`src/design/mcs_pkg.sv`:
```
// Shared types, constants and a helper function of the motion command sequencer.
package mcs_pkg;

  // Sizing of the command queue and the servo lanes.
  localparam int unsigned QueueDepth   = 16;
  localparam int unsigned ServoCount   = 6;
  localparam int unsigned PositionBits = 8;
  localparam int unsigned LaneW        = 8;
  localparam int unsigned PtrW         = $clog2(QueueDepth);
  localparam int unsigned CntW         = $clog2(QueueDepth + 1);

  // Depth of the decoupling queue between the front and the back.
  localparam int unsigned FrontDepth   = 2;
  localparam int unsigned FrontPtrW    = $clog2(FrontDepth);
  localparam int unsigned FrontCntW    = $clog2(FrontDepth + 1);

  localparam logic [31:0] IdNone       = 32'hFFFF_FFFF;
  localparam logic [15:0] TimeoutReset = 16'd2000;
  localparam logic [5:0]  AllServos    = 6'((7'(1) << ServoCount) - 7'(1));

  // Input opcodes.
  typedef enum logic [2:0] {
    OP_TICK    = 3'd0,
    OP_ENQUEUE = 3'd1,
    OP_CLEAR   = 3'd2,
    OP_ESTOP   = 3'd3,
    OP_GO_HOME = 3'd4
  } mcs_op_e;

  // Result event codes.
  typedef enum logic [2:0] {
    EV_ACK      = 3'd0,
    EV_TIMEOUT  = 3'd1,
    EV_FINISHED = 3'd2,
    EV_EMPTY    = 3'd3,
    EV_STARTED  = 3'd4,
    EV_ESTOP    = 3'd5,
    EV_HOME     = 3'd6
  } mcs_event_e;

  // Classified work item handed from the front to the back.
  typedef enum logic [2:0] {
    KIND_TICK    = 3'd0,
    KIND_ENQUEUE = 3'd1,
    KIND_CLEAR   = 3'd2,
    KIND_ESTOP   = 3'd3,
    KIND_HOME    = 3'd4
  } mcs_kind_e;

  typedef struct packed {
    logic [2:0]         op;
    logic signed [31:0] cmd_id;
    logic [5:0]         target_mask;
    logic [47:0]        target_positions;
    logic [47:0]        target_speeds;
    logic [5:0]         reached_mask;
    logic               all_idle;
    logic [31:0]        now_ms;
  } mcs_in_t;

  typedef struct packed {
    logic [2:0]         event_res;
    logic signed [31:0] event_id;
    logic [5:0]         servo_mask;
    logic [47:0]        drive_positions;
    logic [47:0]        drive_speeds;
    logic               accepted;
    logic [4:0]         queue_count;
    logic               running;
    logic               last;
  } mcs_out_t;

  typedef struct packed {
    mcs_kind_e   kind;
    logic [31:0] cmd_id;
    logic [5:0]  target_mask;
    logic [47:0] positions;
    logic [47:0] speeds;
    logic [5:0]  reached_mask;
    logic        all_idle;
    logic [31:0] now_ms;
  } mcs_item_t;

  // One stored command.
  typedef struct packed {
    logic [31:0] id;
    logic [5:0]  mask;
    logic [47:0] positions;
    logic [47:0] speeds;
  } mcs_entry_t;

  // Lane mask with the low 'bits' bits set in every lane whose servo is selected.
  function automatic logic [47:0] lane_mask(input logic [5:0] mask, input int unsigned bits);
    logic [47:0]      lanes;
    logic [LaneW-1:0] ones;
    lanes = '0;
    ones  = LaneW'((16'(1) << bits) - 16'd1);
    for (int unsigned i = 0; i < ServoCount; i++) begin
      if (mask[i]) begin
        lanes[LaneW*i +: LaneW] = ones;
      end
    end
    return lanes;
  endfunction

endpackage

```
`src/design/mcs_ram.sv`:
```
// Generic single-port-write, single-port-read RAM with registered read data.
module mcs_ram #(
  parameter int unsigned DATA_W = 8,
  parameter int unsigned DEPTH  = 16
) (
  input  logic                     clk_i,
  input  logic                     we_i,
  input  logic [$clog2(DEPTH)-1:0] waddr_i,
  input  logic [DATA_W-1:0]        wdata_i,
  input  logic [$clog2(DEPTH)-1:0] raddr_i,
  output logic [DATA_W-1:0]        rdata_o
);

  logic [DATA_W-1:0] mem_q [DEPTH];
  logic [DATA_W-1:0] rdata_q;

  // Write port.
  always_ff @(posedge clk_i) begin
    if (we_i) begin
      mem_q[waddr_i] <= wdata_i;
    end
  end

  // Registered read port.
  always_ff @(posedge clk_i) begin
    rdata_q <= mem_q[raddr_i];
  end

  assign rdata_o = rdata_q;

endmodule

```
`src/design/mcs_front.sv`:
```
// Front end: accepts input beats, classifies them and buffers them for the back end.
module mcs_front import mcs_pkg::*; (
  input  logic      clk_i,
  input  logic      rst_ni,
  input  logic      in_valid_i,
  output logic      in_ready_o,
  input  mcs_in_t   in_data_i,
  output logic      item_valid_o,
  input  logic      item_ready_i,
  output mcs_item_t item_o
);

  mcs_item_t            buf_q [FrontDepth];
  logic [FrontPtrW-1:0] wptr_q, wptr_d;
  logic [FrontPtrW-1:0] rptr_q, rptr_d;
  logic [FrontCntW-1:0] cnt_q, cnt_d;
  mcs_item_t            item_c;
  logic                 known_op;
  logic                 push;
  logic                 pop;
  logic [5:0]           tmask;

  assign tmask = in_data_i.target_mask & AllServos;

  // Classify the opcode; unused opcodes are accepted and dropped.
  // Targets of absent servos are dropped and the lanes that are not driven are cleared.
  always_comb begin
    known_op    = 1'b1;
    item_c.kind = KIND_TICK;
    case (in_data_i.op)
      OP_TICK:    item_c.kind = KIND_TICK;
      OP_ENQUEUE: item_c.kind = KIND_ENQUEUE;
      OP_CLEAR:   item_c.kind = KIND_CLEAR;
      OP_ESTOP:   item_c.kind = KIND_ESTOP;
      OP_GO_HOME: item_c.kind = KIND_HOME;
      default:    known_op = 1'b0;
    endcase
    item_c.cmd_id       = in_data_i.cmd_id;
    item_c.target_mask  = tmask;
    item_c.positions    = in_data_i.target_positions & lane_mask(tmask, PositionBits);
    item_c.speeds       = in_data_i.target_speeds & lane_mask(tmask, LaneW);
    item_c.reached_mask = in_data_i.reached_mask;
    item_c.all_idle     = in_data_i.all_idle;
    item_c.now_ms       = in_data_i.now_ms;
  end

  assign in_ready_o   = (cnt_q != FrontCntW'(FrontDepth));
  assign push         = in_valid_i && in_ready_o && known_op;
  assign item_valid_o = (cnt_q != '0);
  assign pop          = item_valid_o && item_ready_i;
  assign item_o       = buf_q[rptr_q];

  // Queue pointer and fill count update.
  always_comb begin
    wptr_d = wptr_q;
    rptr_d = rptr_q;
    cnt_d  = cnt_q;
    if (push) begin
      wptr_d = (wptr_q == FrontPtrW'(FrontDepth - 1)) ? '0 : wptr_q + 1'b1;
    end
    if (pop) begin
      rptr_d = (rptr_q == FrontPtrW'(FrontDepth - 1)) ? '0 : rptr_q + 1'b1;
    end
    if (push && !pop) begin
      cnt_d = cnt_q + 1'b1;
    end else if (pop && !push) begin
      cnt_d = cnt_q - 1'b1;
    end
  end

  always_ff @(posedge clk_i or negedge rst_ni) begin
    if (!rst_ni) begin
      wptr_q <= '0;
      rptr_q <= '0;
      cnt_q  <= '0;
    end else begin
      wptr_q <= wptr_d;
      rptr_q <= rptr_d;
      cnt_q  <= cnt_d;
    end
  end

  // Item storage.
  always_ff @(posedge clk_i) begin
    if (push) begin
      buf_q[wptr_q] <= item_c;
    end
  end

endmodule

```
`src/design/mcs_back.sv`:
```
// Back end: holds the command queue, runs commands and emits the result beats.
module mcs_back import mcs_pkg::*; (
  input  logic      clk_i,
  input  logic      rst_ni,
  input  logic      item_valid_i,
  output logic      item_ready_o,
  input  mcs_item_t item_i,
  input  logic      cfg_valid_i,
  input  logic [15:0] cfg_data_i,
  output logic      out_valid_o,
  input  logic      out_ready_i,
  output mcs_out_t  out_data_o
);

  typedef enum logic [2:0] {
    ST_IDLE = 3'b001,
    ST_EVAL = 3'b010,
    ST_EMIT = 3'b100
  } mcs_state_e;

  // Pending result slots, emitted lowest index first.
  localparam int unsigned PendW = 8;
  localparam logic [2:0] PB_ACK     = 3'd0;
  localparam logic [2:0] PB_TIMEOUT = 3'd1;
  localparam logic [2:0] PB_FINISH  = 3'd2;
  localparam logic [2:0] PB_EMPTY   = 3'd3;
  localparam logic [2:0] PB_START   = 3'd4;
  localparam logic [2:0] PB_FLUSH   = 3'd5;
  localparam logic [2:0] PB_ESTOP   = 3'd6;
  localparam logic [2:0] PB_HOME    = 3'd7;

  mcs_state_e  state_q, state_d;
  mcs_item_t   item_q, item_d;
  logic [PendW-1:0] pend_q, pend_d;
  logic [15:0] timeout_q;
  logic [PtrW-1:0] rptr_q, rptr_d;
  logic [PtrW-1:0] wptr_q, wptr_d;
  logic [CntW-1:0] count_q, count_d;
  logic        busy_q, busy_d;
  logic [31:0] running_id_q, running_id_d;
  logic [5:0]  active_mask_q, active_mask_d;
  logic [31:0] start_time_q, start_time_d;
  logic [31:0] ended_id_q, ended_id_d;
  logic [5:0]  ended_mask_q, ended_mask_d;
  logic        ack_ok_q, ack_ok_d;
  logic [47:0] start_pos_q, start_pos_d;
  logic [47:0] start_spd_q, start_spd_d;
  logic        out_valid_q, out_valid_d;
  mcs_out_t    out_q, out_d;

  logic        ram_we;
  mcs_entry_t  ram_wdata;
  logic [$bits(mcs_entry_t)-1:0] ram_rdata;
  mcs_entry_t  head;
  logic        done;
  logic        late;
  logic        ended;
  logic [31:0] elapsed;
  logic [2:0]  sel;
  logic [PendW-1:0] rest;
  logic [CntW-1:0]  end_count;
  mcs_out_t    res;

  // Command storage; the read port always follows the head of the queue.
  assign ram_wdata.id        = item_q.cmd_id;
  assign ram_wdata.mask      = item_q.target_mask;
  assign ram_wdata.positions = item_q.positions;
  assign ram_wdata.speeds    = item_q.speeds;
  assign head                = mcs_entry_t'(ram_rdata);

  mcs_ram #(
    .DATA_W ($bits(mcs_entry_t)),
    .DEPTH  (QueueDepth)
  ) u_store (
    .clk_i   (clk_i),
    .we_i    (ram_we),
    .waddr_i (wptr_q),
    .wdata_i (ram_wdata),
    .raddr_i (rptr_q),
    .rdata_o (ram_rdata)
  );

  // Completion and timeout checks of the running command.
  assign done    = (active_mask_q != '0) ? ((item_q.reached_mask & active_mask_q) == active_mask_q)
                                         : item_q.all_idle;
  assign elapsed = item_q.now_ms - start_time_q;
  assign late    = elapsed > {16'd0, timeout_q};
  assign ended   = busy_q && (done || late);

  // Pick the next pending result.
  always_comb begin
    sel = '0;
    for (int i = PendW - 1; i >= 0; i--) begin
      if (pend_q[i]) begin
        sel = 3'(i);
      end
    end
  end

  assign rest      = pend_q & ~(PendW'(1) << sel);
  assign end_count = count_q + CntW'(pend_q[PB_START]);

  // Build the result beat for the selected slot.
  always_comb begin
    res = '0;
    res.event_id    = IdNone;
    res.queue_count = 5'(count_q);
    res.running     = busy_q;
    res.last        = (rest == '0);
    case (sel)
      PB_ACK: begin
        res.event_res = EV_ACK;
        res.accepted  = ack_ok_q;
      end
      PB_TIMEOUT: begin
        res.event_res   = EV_TIMEOUT;
        res.servo_mask  = ended_mask_q;
        res.queue_count = 5'(end_count);
        res.running     = 1'b0;
      end
      PB_FINISH: begin
        res.event_res   = EV_FINISHED;
        res.event_id    = ended_id_q;
        res.queue_count = 5'(end_count);
        res.running     = 1'b0;
      end
      PB_EMPTY: begin
        res.event_res   = EV_EMPTY;
        res.queue_count = 5'(end_count);
        res.running     = 1'b0;
      end
      PB_START: begin
        res.event_res       = EV_STARTED;
        res.event_id        = running_id_q;
        res.servo_mask      = active_mask_q;
        res.drive_positions = start_pos_q;
        res.drive_speeds    = start_spd_q;
      end
      PB_FLUSH: begin
        res.event_res  = EV_EMPTY;
        res.servo_mask = AllServos;
      end
      PB_ESTOP: begin
        res.event_res = EV_ESTOP;
      end
      PB_HOME: begin
        res.event_res = EV_HOME;
      end
      default: begin
        res.event_res = EV_ACK;
      end
    endcase
  end

  assign item_ready_o = (state_q == ST_IDLE);

  // Sequencer: take an item, evaluate it in one step, then drain its results.
  always_comb begin
    state_d       = state_q;
    item_d        = item_q;
    pend_d        = pend_q;
    rptr_d        = rptr_q;
    wptr_d        = wptr_q;
    count_d       = count_q;
    busy_d        = busy_q;
    running_id_d  = running_id_q;
    active_mask_d = active_mask_q;
    start_time_d  = start_time_q;
    ended_id_d    = ended_id_q;
    ended_mask_d  = ended_mask_q;
    ack_ok_d      = ack_ok_q;
    start_pos_d   = start_pos_q;
    start_spd_d   = start_spd_q;
    out_valid_d   = out_valid_q && !out_ready_i;
    out_d         = out_q;
    ram_we        = 1'b0;
    case (state_q)
      ST_IDLE: begin
        if (item_valid_i) begin
          item_d  = item_i;
          state_d = ST_EVAL;
        end
      end
      ST_EVAL: begin
        case (item_q.kind)
          KIND_ENQUEUE: begin
            ack_ok_d = 1'b0;
            if (count_q < CntW'(QueueDepth)) begin
              ram_we   = 1'b1;
              wptr_d   = (wptr_q == PtrW'(QueueDepth - 1)) ? '0 : wptr_q + 1'b1;
              count_d  = count_q + 1'b1;
              ack_ok_d = 1'b1;
            end
            pend_d[PB_ACK] = 1'b1;
          end
          KIND_TICK: begin
            if (ended) begin
              busy_d              = 1'b0;
              running_id_d        = IdNone;
              active_mask_d       = '0;
              ended_id_d          = running_id_q;
              ended_mask_d        = active_mask_q;
              pend_d[PB_TIMEOUT]  = !done;
              pend_d[PB_FINISH]   = (running_id_q != IdNone);
              pend_d[PB_EMPTY]    = (count_q == '0);
            end
            if ((!busy_q || ended) && count_q != '0) begin
              running_id_d     = head.id;
              active_mask_d    = head.mask & AllServos;
              start_pos_d      = head.positions;
              start_spd_d      = head.speeds;
              rptr_d           = (rptr_q == PtrW'(QueueDepth - 1)) ? '0 : rptr_q + 1'b1;
              count_d          = count_q - 1'b1;
              busy_d           = 1'b1;
              start_time_d     = item_q.now_ms;
              pend_d[PB_START] = 1'b1;
            end
          end
          KIND_CLEAR, KIND_ESTOP, KIND_HOME: begin
            rptr_d           = '0;
            wptr_d           = '0;
            count_d          = '0;
            busy_d           = 1'b0;
            running_id_d     = IdNone;
            active_mask_d    = '0;
            pend_d[PB_FLUSH] = 1'b1;
            pend_d[PB_ESTOP] = (item_q.kind == KIND_ESTOP);
            pend_d[PB_HOME]  = (item_q.kind == KIND_HOME);
          end
          default: begin
          end
        endcase
        state_d = (pend_d != '0) ? ST_EMIT : ST_IDLE;
      end
      ST_EMIT: begin
        if (!out_valid_q || out_ready_i) begin
          out_valid_d = 1'b1;
          out_d       = res;
          pend_d      = rest;
          if (rest == '0) begin
            state_d = ST_IDLE;
          end
        end
      end
      default: begin
        state_d = ST_IDLE;
      end
    endcase
  end

  // Control state.
  always_ff @(posedge clk_i or negedge rst_ni) begin
    if (!rst_ni) begin
      state_q       <= ST_IDLE;
      pend_q        <= '0;
      rptr_q        <= '0;
      wptr_q        <= '0;
      count_q       <= '0;
      busy_q        <= 1'b0;
      running_id_q  <= IdNone;
      active_mask_q <= '0;
      start_time_q  <= '0;
      out_valid_q   <= 1'b0;
      timeout_q     <= TimeoutReset;
    end else begin
      state_q       <= state_d;
      pend_q        <= pend_d;
      rptr_q        <= rptr_d;
      wptr_q        <= wptr_d;
      count_q       <= count_d;
      busy_q        <= busy_d;
      running_id_q  <= running_id_d;
      active_mask_q <= active_mask_d;
      start_time_q  <= start_time_d;
      out_valid_q   <= out_valid_d;
      if (cfg_valid_i) begin
        timeout_q <= cfg_data_i;
      end
    end
  end

  // Item and result payload.
  always_ff @(posedge clk_i) begin
    item_q       <= item_d;
    ended_id_q   <= ended_id_d;
    ended_mask_q <= ended_mask_d;
    ack_ok_q     <= ack_ok_d;
    start_pos_q  <= start_pos_d;
    start_spd_q  <= start_spd_d;
    out_q        <= out_d;
  end

  assign out_valid_o = out_valid_q;
  assign out_data_o  = out_q;

`ifndef SYNTHESIS
  // The queue never holds more commands than it has entries.
  assert property (@(posedge clk_i) disable iff (!rst_ni) count_q <= CntW'(QueueDepth))
    else $error("command queue count exceeds its depth");

  // An empty queue has its pointers together.
  assert property (@(posedge clk_i) disable iff (!rst_ni) (count_q == '0) |-> (wptr_q == rptr_q))
    else $error("empty command queue with pointers apart");

  // No servo is held active unless a command runs.
  assert property (@(posedge clk_i) disable iff (!rst_ni) !busy_q |-> (active_mask_q == '0))
    else $error("active servo mask set while no command runs");

  // The back end only takes a new item once every result of the last one is gone.
  assert property (@(posedge clk_i) disable iff (!rst_ni)
                   (state_q == ST_IDLE || state_q == ST_EVAL) |-> (pend_q == '0))
    else $error("results still pending outside the emit state");
`endif

endmodule

```
`src/design/motion_command_sequencer_unit.sv`:
```
// An accepted input beat passes through the front queue, the back end's item register and its
// evaluation step; its result beats then leave from the output register, one per cycle while the
// receiver is ready, up to three. The back end takes no new item until every result of the last
// one has been issued; a two-entry queue lets the front keep accepting meanwhile.
// Reset (rst_ni low, asynchronous): empty queue, no command running, timeout 2000 ms;
// the command store itself is not cleared, only entries that were written are read.
module motion_command_sequencer_unit import mcs_pkg::*; (
  input  logic        clk_i,
  input  logic        rst_ni,
  input  logic        in_valid_i,
  output logic        in_ready_o,
  input  mcs_in_t     in_data_i,
  output logic        out_valid_o,
  input  logic        out_ready_i,
  output mcs_out_t    out_data_o,
  input  logic        cfg_valid_i,
  output logic        cfg_ready_o,
  input  logic [15:0] cfg_data_i
);

  logic      item_valid;
  logic      item_ready;
  mcs_item_t item;

  // The timeout register takes a write beat at any time.
  assign cfg_ready_o = 1'b1;

  // Front end: accept and classify.
  mcs_front u_front (
    .clk_i        (clk_i),
    .rst_ni       (rst_ni),
    .in_valid_i   (in_valid_i),
    .in_ready_o   (in_ready_o),
    .in_data_i    (in_data_i),
    .item_valid_o (item_valid),
    .item_ready_i (item_ready),
    .item_o       (item)
  );

  // Back end: queue, execution and results.
  mcs_back u_back (
    .clk_i        (clk_i),
    .rst_ni       (rst_ni),
    .item_valid_i (item_valid),
    .item_ready_o (item_ready),
    .item_i       (item),
    .cfg_valid_i  (cfg_valid_i),
    .cfg_data_i   (cfg_data_i),
    .out_valid_o  (out_valid_o),
    .out_ready_i  (out_ready_i),
    .out_data_o   (out_data_o)
  );

endmodule

```
`config.mk`:
```
export PLATFORM = sky130hd
export DESIGN_NAME = motion_command_sequencer_unit
export DESIGN_NICKNAME = d
export VERILOG_FILES = /design/src/design/mcs_pkg.sv /design/src/design/mcs_ram.sv /design/src/design/mcs_front.sv /design/src/design/mcs_back.sv /design/src/design/motion_command_sequencer_unit.sv
export SDC_FILE = /design/constraint.sdc
export NUM_CORES = 2
export LEC_CHECK = 0
export BUFFER_PORTS_ARGS = -buffer_cell sky130_fd_sc_hd__buf_2
export CORE_MARGIN = 2
export CORE_UTILIZATION = 60
export DETAILED_ROUTE_END_ITERATION = 12
export PLACE_DENSITY_LB_ADDON = 0.15
export SETUP_SLACK_MARGIN = 0.05
export SLEW_MARGIN = 20
export SYNTH_ARGS = -nofsm -noshare
export SYNTH_HDL_FRONTEND = slang
export SYNTH_SLANG_ARGS = --single-unit
```
`constraint.sdc`:
```
create_clock -name clk_i -period 44.8 [get_ports clk_i]
set_input_delay 2.24 -clock clk_i [delete_from_list [all_inputs] [get_ports clk_i]]
set_output_delay 2.24 -clock clk_i [all_outputs]
set_load 0.02 [all_outputs]
```
* Word level (Yosys, flattened, before mapping)
Memories as Yosys holds them, arrays and structs flattened. A register that Yosys moved wholly into a read port is not among the register bits. Cells that the tools add are included.
Storage, ports and cells: register bits after elaboration 396, bits in latches 0, bits in writable memories 2496, bits in read-only memories 0, input port bits 197, output and inout port bits 148, word-level logic and storage cells 190, memories kept 2
Operators by class: $add $sub $neg 10, multipliers 0, divide/modulo/power cells 0, $lt $le $gt $ge 2, equal/unequal tests 29, shift-type cells 1, muxes and demuxes 67, bitwise logic cells 5, reduce and logical (&&, ||, !) cells 46
Memories:
- u_back.u_store.mem_q | words 16, width 134, read ports 1, clocked after memory_dff 1, wr ports 1, line mcs_ram.sv:14 | logic [DATA_W-1:0] mem_q [DEPTH];
- u_front.buf_q | words 2, width 176, read ports 1, clocked after memory_dff 1, wr ports 1, line mcs_front.sv:13 | mcs_item_t buf_q [FrontDepth];
Operator list (count):
- case mux 32 bit (2 select lines) | 2
- bitwise AND 48 bit | 2
- two-way mux 32 bit | 2
- two-way mux 8 bit | 7
- two-way mux 3 bit | 15
- greater-than comparator 32 x 16 -> 1 bit | 1
- != test 32 bit, second input constant | 1
- subtractor 32 bit | 1
- two-way mux 4 bit | 6
- == test 3 x 2 -> 1 bit, second input constant | 7
- == test 3 bit, second input constant | 7
- case mux 3 bit (7 select lines) | 1
- two-way mux 1 bit | 18
- two-way mux 6 bit | 3
- case mux 6 bit (3 select lines) | 1
- AND reduction 3 bit | 6
- case mux 4 bit (2 select lines) | 2
- case mux 8 bit (2 select lines) | 1
- case mux 5 bit (3 select lines) | 1
- == test 3 x 1 -> 1 bit, second input constant | 4
- case mux 3 bit (4 select lines) | 1
- case mux 6 bit (2 select lines) | 1
- two-way mux 5 bit | 2
- != test 2 x 1 -> 1 bit, second input constant | 5
- other kinds (35) | 63

* Longest topological paths before layout
depth after elaboration 15, mapped depth 23, gate-level depth less buffers 20

* Modules after synthesis
Synthesis repeated with hierarchy kept, for this count alone.
Unflattened totals: cells, all modules 5734, area, all modules 120179.0 um2
By module, submodules not included:
- mcs_ram | times used 1, cells an instance 3512, area each 83286.1 um2, seq. area each 67064.3 um2
- mcs_back | times used 1, cells an instance 1547, area each 22796.9 um2, seq. area each 16544.6 um2
- mcs_front | times used 1, cells an instance 673, area each 14084.8 um2, seq. area each 10670.2 um2
- motion_command_sequencer_unit | times used 1, cells an instance 2, area each 11.3 um2, seq. area each 0.0 um2

* Worst setup path before layout
No wires, ideal clock.
path type reg-to-reg, start point register u_back.state_q[2], end point register u_front.cnt_q[1], library setup time 0.079 ns, arrival 20.405 ns, path slack 24.315 ns, stages on the path, launching flop included 7, buffers on the path 0, clock period less this slack 20.485 ns, cell sequence dfrtp_1 > nor4b_1 > inv_1 > ha_1 > xor2_1 > nor2_1 > xor2_1
Between the ends: word-level cells in the longest chain between the ends 5, elaborated cells on any way between the ends 7, classes of those cells eq/ne (1); mux (1); reduce/logical (5)
Ends and longest elaborated chain:
- from (decl) | line mcs_back.sv:32 | mcs_state_e state_q, state_d;
- from (signal assigned) | line mcs_back.sv:266 | state_q <= state_d;
- == test 3 x 1 -> 1 bit (*) | line mcs_back.sv:155 | assign item_ready_o = (state_q == ST_IDLE);
- logical AND 1 bit (*) | line mcs_front.sv:50 | assign pop = item_valid_o && item_ready_i;
- via u_front.pop | line mcs_front.sv:20 | logic pop;
- logical NOT 1 bit | line mcs_front.sv:64 | if (push && !pop) begin
- logical AND 1 bit | line mcs_front.sv:64
- two-way mux 2 bit / nonzero test 2 bit (equally long branches)
- to (signal assigned) | line mcs_front.sv:79 | cnt_q <= cnt_d;
- to (decl) | line mcs_front.sv:16 | logic [FrontCntW-1:0] cnt_q, cnt_d;
The timed path passes the listed nets; every way through them passes the cells marked *. A chain may end at the register's enable or synchronous reset.

* Worst setup path after layout
start point register u_back.start_time_q[4], end point register u_back.start_time_q[18]
Between the ends: word-level cells in the longest chain between the ends 7
Ends and longest elaborated chain:
- from (decl) | line mcs_back.sv:42 | logic [31:0] start_time_q, start_time_d;
- from (signal assigned) | line mcs_back.sv:274 | start_time_q <= start_time_d;
- subtractor 32 bit | line mcs_back.sv:86 | assign elapsed = item_q.now_ms - start_time_q;
- greater-than comparator 32 x 16 -> 1 bit | line mcs_back.sv:87 | assign late = elapsed > {16'd0, timeout_q};
- logical OR 1 bit | line mcs_back.sv:88 | assign ended = busy_q && (done || late);
- logical AND 1 bit | line mcs_back.sv:88
- logical OR 1 bit | line mcs_back.sv:207 | if ((!busy_q || ended) && count_q != '0) begin
- logical AND 1 bit | line mcs_back.sv:207
- AND reduction 3 bit (no line)
Every way passes these cells.

==> reports/metrics.csv <==
metric;value;unit
avgSynthCellArea;19.0;µm²
ir_worst_vdd;0.0000424;V
drt-pass1-iter-count;6;
post_cts_buffers;0;
antenna_found_initial;20;
drt_iter0_drc;7202;
crit_fanout;102;
cts_resized;0;
skew;56.1;ps
gp_congestion;0.845;
min_period;5740;ps
fin_area;0.136;mm²
synth.top_cell.area_share;73.3;%
dieArea;0.205;mm²
hold_class;reg2reg;
timing.hold.ws;385;ps
yosys-top-cells-area;edfxtp_1, mux4_2, mux2i_1;
cts_max_level;5;
rsz0062_at_grt;no;
outcome;finished clean;
ios;345;
syn_to_final_growth;12.5;%
ant_nets;0;
worstMarginPinSlew;1210;ps
place_hpwl;141000;µm
port_buffers;343;
die_x;453;µm
die_h;453;µm
r2r_end;u_back.start_time_q[18];
grt_pass1_vias;61200;
rows;164;
fin_nets;7081;
syn_inst;6374;
clk_pin_slew;60;ps
hold_buffers;0;
numCtsBuffers;329;
synth_edf_count;2952;
power_density;58.8;mW/mm²
drive_above_1_share;23.0;%
gr-total-overflow;0;
grt_pass1_wl;409000;µm
max_freq;174;MHz
grt_max_degree;158;
cp-start-kind;register;
hold_end;u_back.start_spd_q[42];
ff2ff_path_depth;21;
slew_violations;0;
synth_top_cell_by_area;edfxtp_1;
core_area;0.200;mm²
setup_violations;0;
yosysWarnings;0;
syn_nets;6631;
post-route-period-util;12.8;%
maxCapViolCount;0;
cts_sinks;3202;
reg2reg_from;u_back.start_time_q[4];
grt_use_total;27.4;%
vias;61400;
start_util;60.5;%
place_area;0.126;mm²
root_buffer;clkbuf_16;
drc_errors;0;
clkLatencyLatePin;950;ps
cts_tree;built;
finalWirelength;283000;µm
hold_depth;0;
clock_path_buffers;4;
ys_seq_area_share;77.9;%
p_leak;0.0442;µW
netlist_area;0.121;mm²
post_drt_wl_per_cell;29.1;µm
critical_path_arrival;6540;ps
slew_headroom;19.4;%
hold_viol;0;
worstHoldStart;u_back.u_store.rdata_o[42];
async_flop_share;3.62;%
crit_type;reg2reg;
ys_types;89;
synth-seq-cells;3202;
routed_via_density;6.31;
endpoint_kind;register;
reg2reg_slack;39060;ps
cp_data_required_time;45600;ps
ys.flop_type;edfxtp_1;
setup_tns;0;ps
==> worst max-delay path, stage by stage, from the launching register on <==
cell       delay (ps)
dfrtp_1           340
inv_1              50
ha_1              360
a21o_1            200
a31o_2            250
o2111ai_1         290
nand2_1           130
a31oi_1           270
xnor2_1           170
ha_1              270
a21o_1            170
a21o_1            170
a21oi_1           230
o21ai_0           140
o21ai_0           390
o2111ai_1         220
nor4b_2           300
and4_4            390
a21oi_4            80
buf_4             310
buf_12            370
mux2_4            420
==> power by group <==
part	internal (µW)	leakage, µW	total (µW)	switching, µW
logic	538	0.00999	1280	746
clock network	1510	0.00501	2590	1080
registers	3810	0.0292	4120	310
total	5860	0.0442	8000	2140
==> cell usage in the layout (no fill, tap or decap), drive strengths merged, types with 7 or more instances in the layout <==
| master | count |
|---|---|
| edfxtp | 2952 |
| clkbuf | 461 |
| buf | 436 |
| mux2i | 408 |
| mux2 | 346 |
| o21ai | 329 |
| mux4 | 268 |
| nand2 | 245 |
| and2 | 207 |
| a21oi | 204 |
| a22oi | 167 |
| a221oi | 135 |
| dfxtp | 134 |
| inv | 120 |
| clkinv | 93 |
| dfrtp | 77 |
| nor2 | 63 |
| ha | 58 |
| dfstp | 39 |
| a2bb2oi | 35 |
| xnor2 | 24 |
| nand4 | 23 |
| nand3 | 18 |
| nor3 | 18 |
| a21o | 15 |
| bufinv | 15 |
| nor2b | 14 |
| nor4 | 14 |
| o2111ai | 9 |
| or3 | 9 |
| o211ai | 8 |
| xor2 | 8 |
| o2bb2ai | 8 |
| nand2b | 7 |
| a211o | 7 |
| nor3b | 7 |
| a211oi | 7 |
==> cell type report <==
cell class | instances | area [µm²]
Inverter | 112 | 420
Tap cell | 2656 | 3320
Multi-Input combinational cell | 2743 | 25200
Clock inverter | 120 | 985
Sequential cell | 3202 | 94300
Antenna cell | 3 | 7.51
Clock buffer | 461 | 9190
Timing Repair Buffer | 436 | 2680
Fill cell | 12800 | 64000
==> per-stage QoR <==
| stage | util, % | worst slack, ps | total power, µW | instances |
|---|---|---|---|---|
| floorplan | - | 24320 | 5050 | 6374 |
| global placement | 62.9 | 39190 | 5420 | 9147 |
| detailed placement | 62.9 | 39140 | 5460 | 9147 |
| CTS | 68.0 | 39110 | 8030 | 9728 |
| global route | 68.0 | 38810 | 8290 | 9731 |
| finish | 68.0 | 39060 | 8000 | 9733 |
==> routing by layer <==
metal  routed length (µm)  GRT usage, %  vias to the layer above
met1               118000          40.0                    32000
met4                 7930          8.22                        6
met2               136000          43.8                     2644
met3                20900          3.80                      447
li1                     -             -                    26400
met5                   47             0                        -
==> state kept, by name, indices dropped and copies added (netlist names), 5 cells and up <==
signal and count:
u_back.running_id_q 32, u_back.ended_id_q 32, u_back.ended_mask_q 6, u_front.buf_q 352, u_back.out_data_o 145, u_back.u_store.rdata_o 134
u_back.start_time_q 32, u_back.start_pos_q 48, u_back.active_mask_q 6, u_back.start_spd_q 48, u_back.u_store.mem_q 2144, u_back.item_q 176
u_back.timeout_q 16, u_back.count_q 5, u_back.pend_q 8
==> synth_stat cells, drive strengths merged (8+ instances only) <==
cell type     n
a21o         15
a21oi       204
a221oi      135
a22oi       167
a2bb2oi      35
and2        207
buf          90
clkbuf      227
dfrtp        77
dfstp        39
dfxtp       134
edfxtp     2952
ha           58
inv         112
mux2        346
mux2i       408
mux4        268
nand2       245
nand3        18
nand4        23
nor2         63
nor2b        14
nor3         18
nor4         14
o2111ai       9
o211ai        8
o21ai       329
o2bb2ai       8
or3           9
xnor2        24
xor2          8
==> logic make-up (layout without fill, tap and decap cells) <==
| family | after synthesis | count (layout) | share of synthesized area (%) |
|---|---|---|---|
| AO/OA/AOI/OAI | 976 | 976 | 5.37 |
| XOR/XNOR | 32 | 32 | 0.232 |
| adder cells (fa/ha/maj) | 60 | 60 | 0.633 |
| buffers and inverters | 429 | 1129 | 1.42 |
| flip-flops | 3202 | 3202 | 77.9 |
| multiplexers | 1022 | 1022 | 11.6 |
| other | 1 | 4 | 0.00310 |
| AND/OR/NAND/NOR | 652 | 652 | 2.79 |
==> worst max-delay path by stage <==
stage | slack [ps] | to | depth (start not counted) | start
floorplan | 24320 | u_front.cnt_q[1] | 6 | u_back.state_q[2]
global placement | 39190 | u_front.buf_q[1][88] | 7 | in_data_i[174]
detailed placement | 39140 | u_back.start_time_q[20] | 21 | u_back.start_time_q[4]
CTS | 39110 | u_back.start_time_q[20] | 21 | u_back.start_time_q[4]
global route | 38810 | u_back.start_time_q[18] | 21 | u_back.start_time_q[4]
finish | 39060 | u_back.start_time_q[18] | 21 | u_back.start_time_q[4]
(Power assumes the default switching activity.)
